==> src/design/gyro_fused_wheel_odometry_assert.svh <==
// Assertion macros for the gyro fused wheel odometry block.
// Expects clk_i and rst_ni in the scope that uses them; empty when SYNTH is set.
`ifndef GYRO_FUSED_WHEEL_ODOMETRY_ASSERT_SVH
`define GYRO_FUSED_WHEEL_ODOMETRY_ASSERT_SVH
`ifndef SYNTH
// same-cycle implication
`define GFWO_ASSERT_NOW(lbl, ante, cons, msg) \
  lbl: assert property (@(posedge clk_i) disable iff (!rst_ni) (ante) |-> (cons)) \
    else $error(msg);
// next-cycle implication
`define GFWO_ASSERT_NEXT(lbl, ante, cons, msg) \
  lbl: assert property (@(posedge clk_i) disable iff (!rst_ni) (ante) |=> (cons)) \
    else $error(msg);
`else
`define GFWO_ASSERT_NOW(lbl, ante, cons, msg)
`define GFWO_ASSERT_NEXT(lbl, ante, cons, msg)
`endif
`endif

==> src/design/gfwo_pkg.sv <==
// Package for the gyro fused wheel odometry block: payload structs, register
// indexes, microcode format and program, CORDIC arctangent table. No dependencies.
`timescale 1ns / 1ps
`default_nettype none

package gfwo_pkg;

  localparam int CORDIC_STEPS = 16;
  localparam int ITER_W       = $clog2(CORDIC_STEPS);
  localparam int PC_W         = 4;

  // limit gain 1/K in Q4.30
  localparam logic signed [33:0] CORDIC_X0 = 34'sh0_26DD_3B6A;

  typedef struct packed {
    logic signed [15:0] left_ticks;
    logic signed [15:0] right_ticks;
    logic signed [15:0] gyro_yaw;
  } in_item_t;

  typedef struct packed {
    logic signed [31:0] pos_x;
    logic signed [31:0] pos_y;
    logic signed [15:0] heading;
    logic               gyro_chosen;
  } out_item_t;

  typedef enum logic [2:0] {
    REG_DIST_PER_TICK = 3'd0,
    REG_HEAD_PER_TICK = 3'd1,
    REG_THRESHOLD     = 3'd2,
    REG_INIT_X        = 3'd3,
    REG_INIT_Y        = 3'd4,
    REG_INIT_HEADING  = 3'd5
  } cfg_reg_e;

  // multiplier operand selection
  typedef enum logic [2:0] {
    MUL_NONE,
    MUL_SUM_DPT,
    MUL_DIFF_HPT,
    MUL_DS_COS,
    MUL_DS_SIN
  } mul_sel_e;

  // branch conditions: taken -> target, else fall through
  typedef enum logic [2:0] {
    BR_NEVER,
    BR_ALWAYS,
    BR_NO_INPUT,
    BR_ROT_MORE,
    BR_OUT_BUSY
  } br_cond_e;

  typedef struct packed {
    logic            take_in;
    mul_sel_e        mul;
    logic            ld_ds;
    logic            setup;
    logic            rot;
    logic            upd_x;
    logic            put;
    br_cond_e        cond;
    logic [PC_W-1:0] target;
  } ucode_t;

  localparam logic [PC_W-1:0] STEP_WAIT    = 4'd0;
  localparam logic [PC_W-1:0] STEP_MUL_DS  = 4'd1;
  localparam logic [PC_W-1:0] STEP_MUL_ODO = 4'd2;
  localparam logic [PC_W-1:0] STEP_SETUP   = 4'd3;
  localparam logic [PC_W-1:0] STEP_ROT     = 4'd4;
  localparam logic [PC_W-1:0] STEP_MUL_COS = 4'd5;
  localparam logic [PC_W-1:0] STEP_MUL_SIN = 4'd6;
  localparam logic [PC_W-1:0] STEP_HOLD    = 4'd7;
  localparam logic [PC_W-1:0] STEP_PUT     = 4'd8;

  function automatic ucode_t ucode(input logic [PC_W-1:0] pc);
    ucode_t w;
    w = '{take_in: 1'b0, mul: MUL_NONE, ld_ds: 1'b0, setup: 1'b0, rot: 1'b0,
          upd_x: 1'b0, put: 1'b0, cond: BR_NEVER, target: STEP_WAIT};
    unique case (pc)
      STEP_WAIT: begin
        w.take_in = 1'b1;
        w.cond    = BR_NO_INPUT;
        w.target  = STEP_WAIT;
      end
      STEP_MUL_DS:  w.mul = MUL_SUM_DPT;
      STEP_MUL_ODO: begin
        w.ld_ds = 1'b1;
        w.mul   = MUL_DIFF_HPT;
      end
      STEP_SETUP:   w.setup = 1'b1;
      STEP_ROT: begin
        w.rot    = 1'b1;
        w.cond   = BR_ROT_MORE;
        w.target = STEP_ROT;
      end
      STEP_MUL_COS: w.mul = MUL_DS_COS;
      STEP_MUL_SIN: begin
        w.mul   = MUL_DS_SIN;
        w.upd_x = 1'b1;
      end
      STEP_HOLD: begin
        w.cond   = BR_OUT_BUSY;
        w.target = STEP_HOLD;
      end
      STEP_PUT: begin
        w.put    = 1'b1;
        w.cond   = BR_ALWAYS;
        w.target = STEP_WAIT;
      end
      default: begin
        w.cond   = BR_ALWAYS;
        w.target = STEP_WAIT;
      end
    endcase
    return w;
  endfunction

  // atan(2^-i) as 32-bit binary angle
  function automatic logic signed [33:0] atan_ang(input logic [4:0] i);
    logic signed [33:0] a;
    unique case (i)
      5'd0:  a = 34'sh2000_0000;
      5'd1:  a = 34'sh12E4_051E;
      5'd2:  a = 34'sh09FB_385B;
      5'd3:  a = 34'sh0511_11D4;
      5'd4:  a = 34'sh028B_0D43;
      5'd5:  a = 34'sh0145_D7E1;
      5'd6:  a = 34'sh00A2_F61E;
      5'd7:  a = 34'sh0051_7C55;
      5'd8:  a = 34'sh0028_BE53;
      5'd9:  a = 34'sh0014_5F2F;
      5'd10: a = 34'sh000A_2F98;
      5'd11: a = 34'sh0005_17CC;
      5'd12: a = 34'sh0002_8BE6;
      5'd13: a = 34'sh0001_45F3;
      5'd14: a = 34'sh0000_A2FA;
      5'd15: a = 34'sh0000_517D;
      5'd16: a = 34'sh0000_28BE;
      5'd17: a = 34'sh0000_145F;
      5'd18: a = 34'sh0000_0A30;
      5'd19: a = 34'sh0000_0518;
      5'd20: a = 34'sh0000_028C;
      5'd21: a = 34'sh0000_0146;
      5'd22: a = 34'sh0000_00A3;
      5'd23: a = 34'sh0000_0051;
      default: a = '0;
    endcase
    return a;
  endfunction

endpackage

`default_nettype wire

==> src/design/gyro_fused_wheel_odometry.sv <==
// Gyro fused wheel odometry: one transaction in, one pose transaction out.
// Steps per item: accept in the wait step, multiply the tick sum by distance per tick and
// the tick difference by heading per tick, set up and run CORDIC_STEPS CORDIC rotations,
// multiply by cos and sin on the shared multiplier, hold while a result waits, then put.
// One item at a time. Reset: sequencer to the wait step, pose, last yaw, registers cleared.
// Depends on gfwo_pkg and gyro_fused_wheel_odometry_assert.svh.
`timescale 1ns / 1ps
`default_nettype none
`include "gyro_fused_wheel_odometry_assert.svh"

module gyro_fused_wheel_odometry (
  input  wire logic               clk_i,
  input  wire logic               rst_ni,
  input  wire logic               in_valid_i,
  output logic                    in_ready_o,
  input  wire gfwo_pkg::in_item_t in_data_i,
  output logic                    out_valid_o,
  input  wire logic               out_ready_i,
  output gfwo_pkg::out_item_t     out_data_o,
  input  wire logic               cfg_we_i,
  input  wire logic [2:0]         cfg_idx_i,
  input  wire logic [31:0]        cfg_data_i
);
  import gfwo_pkg::*;

  localparam logic [ITER_W-1:0] ITER_LAST = ITER_W'(CORDIC_STEPS - 1);

  // sequencer
  logic [PC_W-1:0] pc_q, pc_d;
  ucode_t          cw;
  logic            br;

  // config
  logic [31:0] dpt_q, hpt_q;
  logic [14:0] thr_q;

  // state
  logic signed [31:0] pose_x_q, pose_y_q;
  logic signed [15:0] pose_h_q, last_yaw_q;

  // datapath
  in_item_t           in_q;
  logic signed [17:0] mul_a;
  logic signed [32:0] mul_b;
  logic signed [50:0] mul_p, p_q;
  logic signed [17:0] ds_q;
  logic signed [16:0] lr_sum, lr_diff;
  logic signed [50:0] ds_rnd, odo_rnd, dd_rnd;
  logic [16:0]        odo17, chg17, chg_q;
  logic [15:0]        gyro_d, disc, mag, mid, ang;
  logic               moved, use_gyro, gyro_q;
  logic signed [33:0] cx_q, cy_q, cz_q, cos_v, sin_v, xs, ys;
  logic [ITER_W-1:0]  iter_q;
  logic               flip_q;
  logic signed [20:0] dd;
  logic signed [32:0] x_sum, y_sum;
  logic signed [31:0] x_sat, y_sat;
  logic               accept, out_busy;
  out_item_t          out_q;
  logic               out_valid_q;

  assign cw         = ucode(pc_q);
  assign in_ready_o = cw.take_in;
  assign accept     = in_valid_i & in_ready_o;
  assign out_busy   = out_valid_q & ~out_ready_i;

  always_comb begin
    unique case (cw.cond)
      BR_NEVER:    br = 1'b0;
      BR_ALWAYS:   br = 1'b1;
      BR_NO_INPUT: br = ~in_valid_i;
      BR_ROT_MORE: br = (iter_q != ITER_LAST);
      BR_OUT_BUSY: br = out_busy;
      default:     br = 1'b1;
    endcase
    pc_d = br ? cw.target : pc_q + PC_W'(1);
  end

  // shared multiplier
  assign lr_sum  = 17'(in_q.left_ticks) + 17'(in_q.right_ticks);
  assign lr_diff = 17'(in_q.right_ticks) - 17'(in_q.left_ticks);
  assign cos_v   = flip_q ? -cx_q : cx_q;
  assign sin_v   = flip_q ? -cy_q : cy_q;

  always_comb begin
    unique case (cw.mul)
      MUL_SUM_DPT: begin
        mul_a = 18'(lr_sum);
        mul_b = $signed({1'b0, dpt_q});
      end
      MUL_DIFF_HPT: begin
        mul_a = 18'(lr_diff);
        mul_b = $signed({1'b0, hpt_q});
      end
      MUL_DS_COS: begin
        mul_a = ds_q;
        mul_b = $signed(cos_v[32:0]);
      end
      MUL_DS_SIN: begin
        mul_a = ds_q;
        mul_b = $signed(sin_v[32:0]);
      end
      default: begin
        mul_a = '0;
        mul_b = '0;
      end
    endcase
  end

  assign mul_p = mul_a * mul_b;

  // rounding, half up
  assign ds_rnd  = p_q + 51'sh1_0000_0000;
  assign odo_rnd = p_q + 51'sd32768;
  assign dd_rnd  = p_q + 51'sh2000_0000;
  assign odo17   = odo_rnd[32:16];
  assign dd      = dd_rnd[50:30];

  // heading source selection; wheel change kept to 17 bits for the half step
  assign gyro_d   = in_q.gyro_yaw - last_yaw_q;
  assign disc     = odo17[15:0] - gyro_d;
  assign mag      = disc[15] ? (~disc + 16'd1) : disc;
  assign moved    = (in_q.left_ticks != '0) || (in_q.right_ticks != '0);
  assign use_gyro = (mag > {1'b0, thr_q}) && moved;
  assign chg17    = use_gyro ? {gyro_d[15], gyro_d} : odo17;
  assign mid      = pose_h_q + chg17[16:1];
  // outside [-pi/2, pi/2): rotate by pi, negate results
  assign ang      = (mid[15] != mid[14]) ? {~mid[15], mid[14:0]} : mid;

  assign xs = cx_q >>> iter_q;
  assign ys = cy_q >>> iter_q;

  assign x_sum = 33'(pose_x_q) + 33'(dd);
  assign y_sum = 33'(pose_y_q) + 33'(dd);
  assign x_sat = (x_sum[32] != x_sum[31]) ?
                 (x_sum[32] ? 32'sh8000_0000 : 32'sh7FFF_FFFF) : x_sum[31:0];
  assign y_sat = (y_sum[32] != y_sum[31]) ?
                 (y_sum[32] ? 32'sh8000_0000 : 32'sh7FFF_FFFF) : y_sum[31:0];

  always_ff @(posedge clk_i or negedge rst_ni) begin
    if (!rst_ni) begin
      pc_q        <= STEP_WAIT;
      iter_q      <= '0;
      dpt_q       <= '0;
      hpt_q       <= '0;
      thr_q       <= '0;
      pose_x_q    <= '0;
      pose_y_q    <= '0;
      pose_h_q    <= '0;
      last_yaw_q  <= '0;
      out_valid_q <= 1'b0;
    end else begin
      pc_q <= pc_d;
      if (cw.setup) begin
        iter_q     <= '0;
        last_yaw_q <= in_q.gyro_yaw;
      end else if (cw.rot && iter_q != ITER_LAST) begin
        iter_q <= iter_q + ITER_W'(1);
      end
      if (cfg_we_i) begin
        unique case (cfg_reg_e'(cfg_idx_i))
          REG_DIST_PER_TICK: dpt_q    <= cfg_data_i;
          REG_HEAD_PER_TICK: hpt_q    <= cfg_data_i;
          REG_THRESHOLD:     thr_q    <= cfg_data_i[14:0];
          REG_INIT_X:        pose_x_q <= cfg_data_i;
          REG_INIT_Y:        pose_y_q <= cfg_data_i;
          REG_INIT_HEADING:  pose_h_q <= cfg_data_i[15:0];
          default: ;
        endcase
      end else begin
        if (cw.upd_x) pose_x_q <= x_sat;
        if (cw.put) begin
          pose_y_q <= y_sat;
          pose_h_q <= pose_h_q + chg_q[15:0];
        end
      end
      priority if (cw.put)     out_valid_q <= 1'b1;
      else if (out_ready_i)    out_valid_q <= 1'b0;
    end
  end

  // payload registers
  always_ff @(posedge clk_i) begin
    if (accept) in_q <= in_data_i;
    if (cw.mul != MUL_NONE) p_q <= mul_p;
    if (cw.ld_ds) ds_q <= ds_rnd[50:33];
    if (cw.setup) begin
      chg_q  <= chg17;
      gyro_q <= use_gyro;
      flip_q <= (mid[15] != mid[14]);
      cx_q   <= CORDIC_X0;
      cy_q   <= '0;
      cz_q   <= {{2{ang[15]}}, ang, 16'h0000};
    end else if (cw.rot) begin
      if (!cz_q[33]) begin
        cx_q <= cx_q - ys;
        cy_q <= cy_q + xs;
        cz_q <= cz_q - atan_ang(5'(iter_q));
      end else begin
        cx_q <= cx_q + ys;
        cy_q <= cy_q - xs;
        cz_q <= cz_q + atan_ang(5'(iter_q));
      end
    end
    if (cw.put) begin
      out_q.pos_x       <= pose_x_q;
      out_q.pos_y       <= y_sat;
      out_q.heading     <= pose_h_q + chg_q[15:0];
      out_q.gyro_chosen <= gyro_q;
    end
  end

  assign out_valid_o = out_valid_q;
  assign out_data_o  = out_q;

  `GFWO_ASSERT_NEXT(a_one_in_flight, accept, !in_ready_o, "input taken while busy")
  `GFWO_ASSERT_NOW(a_put_slot_free, pc_q == STEP_PUT, !out_valid_q, "result overwritten")
  `GFWO_ASSERT_NEXT(a_put_done, pc_q == STEP_PUT, out_valid_q && pc_q == STEP_WAIT, "put failed")
  `GFWO_ASSERT_NEXT(a_rot_start, pc_q == STEP_SETUP, iter_q == '0 && pc_q == STEP_ROT, "bad rot start")

endmodule

`default_nettype wire
==> config.mk <==
export PLATFORM = sky130hd
export DESIGN_NAME = gyro_fused_wheel_odometry
export DESIGN_NICKNAME = d
export VERILOG_FILES = /design/src/design/gfwo_pkg.sv /design/src/design/gyro_fused_wheel_odometry.sv
export VERILOG_INCLUDE_DIRS = /design/src /design/src/design
export SDC_FILE = /design/constraint.sdc
export NUM_CORES = 2
export LEC_CHECK = 0
export ABC_AREA = 1
export BUFFER_PORTS_ARGS = -buffer_cell sky130_fd_sc_hd__buf_2
export CAP_MARGIN = 10
export CORE_MARGIN = 2
export CORE_UTILIZATION = 60
export CTS_BUF_LIST = sky130_fd_sc_hd__clkbuf_4
export CTS_CLUSTER_DIAMETER = 30
export CTS_CLUSTER_SIZE = 24
export DETAILED_ROUTE_END_ITERATION = 8
export PLACE_DENSITY = 0.77
export SLEW_MARGIN = 20
export SYNTH_ARGS = -nofsm -noshare
export SYNTH_HDL_FRONTEND = slang
export SYNTH_SLANG_ARGS = --single-unit
==> constraint.sdc <==
create_clock -name clk_i -period 10.18 [get_ports clk_i]
set_input_delay 2.036 -clock clk_i [delete_from_list [all_inputs] [get_ports clk_i]]
set_output_delay 2.036 -clock clk_i [all_outputs]
set_load 0.01 [all_outputs]
==> metrics.log <==
INFO  metric layout_setup_ws = approximately 1.1 ns
INFO  metric fp.coreArea = around 100000 um2
INFO  metric detailroute.wirelength.met3 = between 15000 and 20000 um
INFO  metric final_setup_tns = 0 ns
INFO  metric worstReg2RegEnd = cz_q[30]
INFO  metric violations_in_the_final_reports = DRC
INFO  metric worst_path_largest_cell_delay = 0.54 ns
INFO  metric distinct_cells_synth = 78
INFO  metric setup_repair_after_global_routing_missed_its_margin = false
INFO  metric wl_per_cell = 20.5 um
INFO  metric cts_resized = 0
INFO  metric cts_bufs_inserted = around 120
INFO  metric finalCritPeriodShare = 0.888
INFO  metric met2_length = 93700 um
INFO  metric top_layer_used = met5
INFO  metric synth-seq-area-share = 0.206
INFO  metric synth_top_family_by_area = adder cells
INFO  metric crit_top_cell = nand2_1
INFO  metric clock_tree_from_tritoncts = yes
INFO  metric synthesized_area_fraction_occupied_by_ao_oa_aoi_and_oai_cells = 0.110
INFO  metric synth_seq_cells = a little under 500
INFO  metric globalRouteTotalUtil = 0.389
INFO  metric cp-end-kind = register
INFO  metric number_of_h_tree_levels = 3
INFO  metric die_h = 326 um
INFO  metric layout.cells.most_common_list = nand2_1, inv_1, nor2_1, fa_1, nand3_1
INFO  metric grt_max_degree = ~100
INFO  metric fmax = roughly 110 MHz
INFO  metric route.antenna.remaining_nets = 0
INFO  metric drt_pass1_iterations = 9
INFO  metric io_buffer_count = 170
INFO  metric hpwl = 167000 um
INFO  metric synth_enable_flop_cells = 219
INFO  metric io_pins = 171
INFO  metric asyncSetResetFlopFracSynth = 0.378
INFO  metric routed_via_density = roughly 5.8
INFO  metric synth-simple-area-share = 0.252
INFO  metric worstHoldPathType = reg2reg
INFO  metric run_status = finished with violations
INFO  metric timing.slew.headroom = 0.158
INFO  metric initial_utilization = 0.603
INFO  metric totalWireLength = 209000 um
INFO  metric final.min_clock_period = 9.04 ns
INFO  metric detail_route.drc_violations = 3
INFO  metric post_synth_fa_ha_maj_area_fraction = 0.268
INFO  metric post_layout_nets = 9789
INFO  metric post_cts.repair.setup_buffers = 0
INFO  metric floorplan.die_area = 107000 um2
INFO  metric timing.critical_path.to = cz_q[30]
INFO  metric synth.area.mux_share = 0.000963
INFO  metric cts_num_sinks = 487
INFO  metric worst-r2r-setup-slack = approximately 1.1 ns
INFO  metric placement_rows = 118
INFO  metric post-place-ws = ~1.3 ns
INFO  metric worstHoldPathCells = 0
INFO  metric clock-skew-final = ~0.12 ns
INFO  metric grt_overflow_total = 0
INFO  metric post_synth.cell_area_avg = 7.23 um2
INFO  metric drive_above_1_share = 0.0718
INFO  metric cts_buffer_depth = 3
INFO  metric crit_path_start = in_q[0]
INFO  metric die-width = 326 um
INFO  metric synth_area = 62300 um2
INFO  metric m1WireLength = roughly 84000 um
INFO  metric timing.max_cap.violations = 0
INFO  metric yosys.area_share.xor_xnor = 0.0459
INFO  metric clkSlewWorstSetupHoldPaths = 0.12 ns
INFO  metric detailroute.via_count = between 50000 and 60000
INFO  metric crit_path_top_delay_cell = o31ai_1
INFO  metric worst_skew_pair.late_latency = 1.09 ns
INFO  metric arrival_worst_endpoint = around 9.8 ns
INFO  metric synth_cells = 8628
INFO  metric critical_path_required = 10.97 ns
INFO  metric routabilityCongestion = 1.02
INFO  metric report.final.setup_viol = 0
INFO  metric hold_viol_final = 0
INFO  metric syn-num-nets = 9702
INFO  metric grt_antenna_before_repair = 9
INFO  metric hold_buffers = 0
INFO  metric setup.worst_path.start_class = register
INFO  metric grt_pass1_vias = 57100
INFO  metric critical_path.reg2reg.startpoint = in_q[0]
INFO  metric r2r.worst_path.cells = just under 60
INFO  metric worst_pin_slew = roughly 1.3 ns
INFO  metric dominantRegCellSynth = edfxtp_1
INFO  metric synth_warnings = 0
INFO  metric grt_pass1_wl = about 320000 um
INFO  metric layout_commonest_cell = nand2_1
INFO  metric final_max_slew_viols = 0
INFO  metric detailedRoute.firstIterationViolations = 5828
INFO  metric critPathMaxFanout = 32
INFO  metric worstSetupPathType = reg2reg
INFO  metric cts.root.buffer_cell = clkbuf_4
INFO  metric syn2layout_area_growth = 6.22%
flip-flops by register name (all words and copies together), names as in the netlist, 4 cells and up:
signal and flops:
out_data_o 81, pose_y_q 32, pose_h_q 16, thr_q 15
chg_q 16, cy_q 34, pose_x_q 32, pc_q 4
iter_q 4, dpt_q 32, cz_q 34, hpt_q 32
p_q 36, ds_q 18, in_q 48, last_yaw_q 16
cx_q 34
worst min path at each step:
stage,startpoint,endpoint,slack (ns)
final,pose_x_q[10],out_data_o[59],0.45
after global routing,pose_x_q[10],out_data_o[59],0.46
after CTS,pose_x_q[10],out_data_o[59],0.42
after detailed placement,cz_q[4],cz_q[4],0.46
after global placement,cz_q[2],cz_q[2],0.45
after floorplan,gyro_q,out_data_o[0],0.40
metal layers:
layer,up-vias,GRT usage
met1,28000,0.514
met2,2894,0.616
met3,594,0.0671
met5,-,0
li1,27500,-
met4,2,0.206
layout make-up:
class,count,area (um2)
Antenna cell,4,10.0
Timing Repair Buffer,238,1390
Fill cell,9508,37100
Inverter,1573,5910
Clock inverter,101,1140
Clock buffer,121,908
Sequential cell,487,12900
Tap cell,1380,1730
Multi-Input combinational cell,6299,42300
metrics by stage:
stage | util | area [um2] | hold slack, ns | instances
floorplan | - | 62300 | 0.400 | 8628
global placement | 0.620 | 64100 | 0.451 | 9976
detailed placement | 0.620 | 64100 | 0.457 | 9976
CTS | 0.640 | 66200 | 0.420 | 10200
global route | 0.641 | 66200 | 0.459 | 10200
finish | 0.641 | 66200 | 0.449 | 10200
cells in the mapped netlist (all sizes together), types with 7 or more instances:
cell / number / area, um2
o31ai: 15 / 118
nand3b: 12 / 106
fa: 580 / 11600
nand2: 2145 / 8100
buf: 134 / 885
o21bai: 19 / 146
ha: 406 / 5080
or2: 15 / 93.8
o21ai: 515 / 2600
a21oi: 447 / 2270
xnor2: 95 / 832
nand3: 570 / 3020
xor2: 226 / 2030
a21o: 31 / 233
nor3: 106 / 593
dfrtp: 184 / 4600
o22ai: 8 / 50.1
nor2: 815 / 3160
a22o: 30 / 263
o21a: 19 / 143
a21boi: 11 / 82.6
o221ai: 10 / 100
a221oi: 9 / 78.8
a31oi: 54 / 338
a211oi: 10 / 75.1
o211ai: 19 / 143
clkinv: 7 / 26.3
dfxtp: 84 / 1680
inv: 1566 / 5880
clkbuf: 135 / 508
nand4: 61 / 394
edfxtp: 219 / 6580
nor4: 30 / 188
logic make-up after synthesis:
logic type | after synthesis
and+or+nand+nor | 3767
buffers and inverters | 1842
AOI/OAI and AO/OA | 1219
adders and majority gates | 986
DFF | 487
xor gates and xnor gates | 321
muxes | 6
worst max-delay path, delay by kind of cell (launching register included):
kind / cells / cell delay [ns]
simple gates: 30 / 2.59
compound gates: 11 / 2.38
fa+ha+maj: 6 / 1.80
buf+inv: 9 / 0.98
xor+xnor: 3 / 0.66
flops: 1 / 0.37
Power is left out: the tool's default activity adds up to more than one toggle a clock period on the data nets, which glitch-free logic cannot reach.
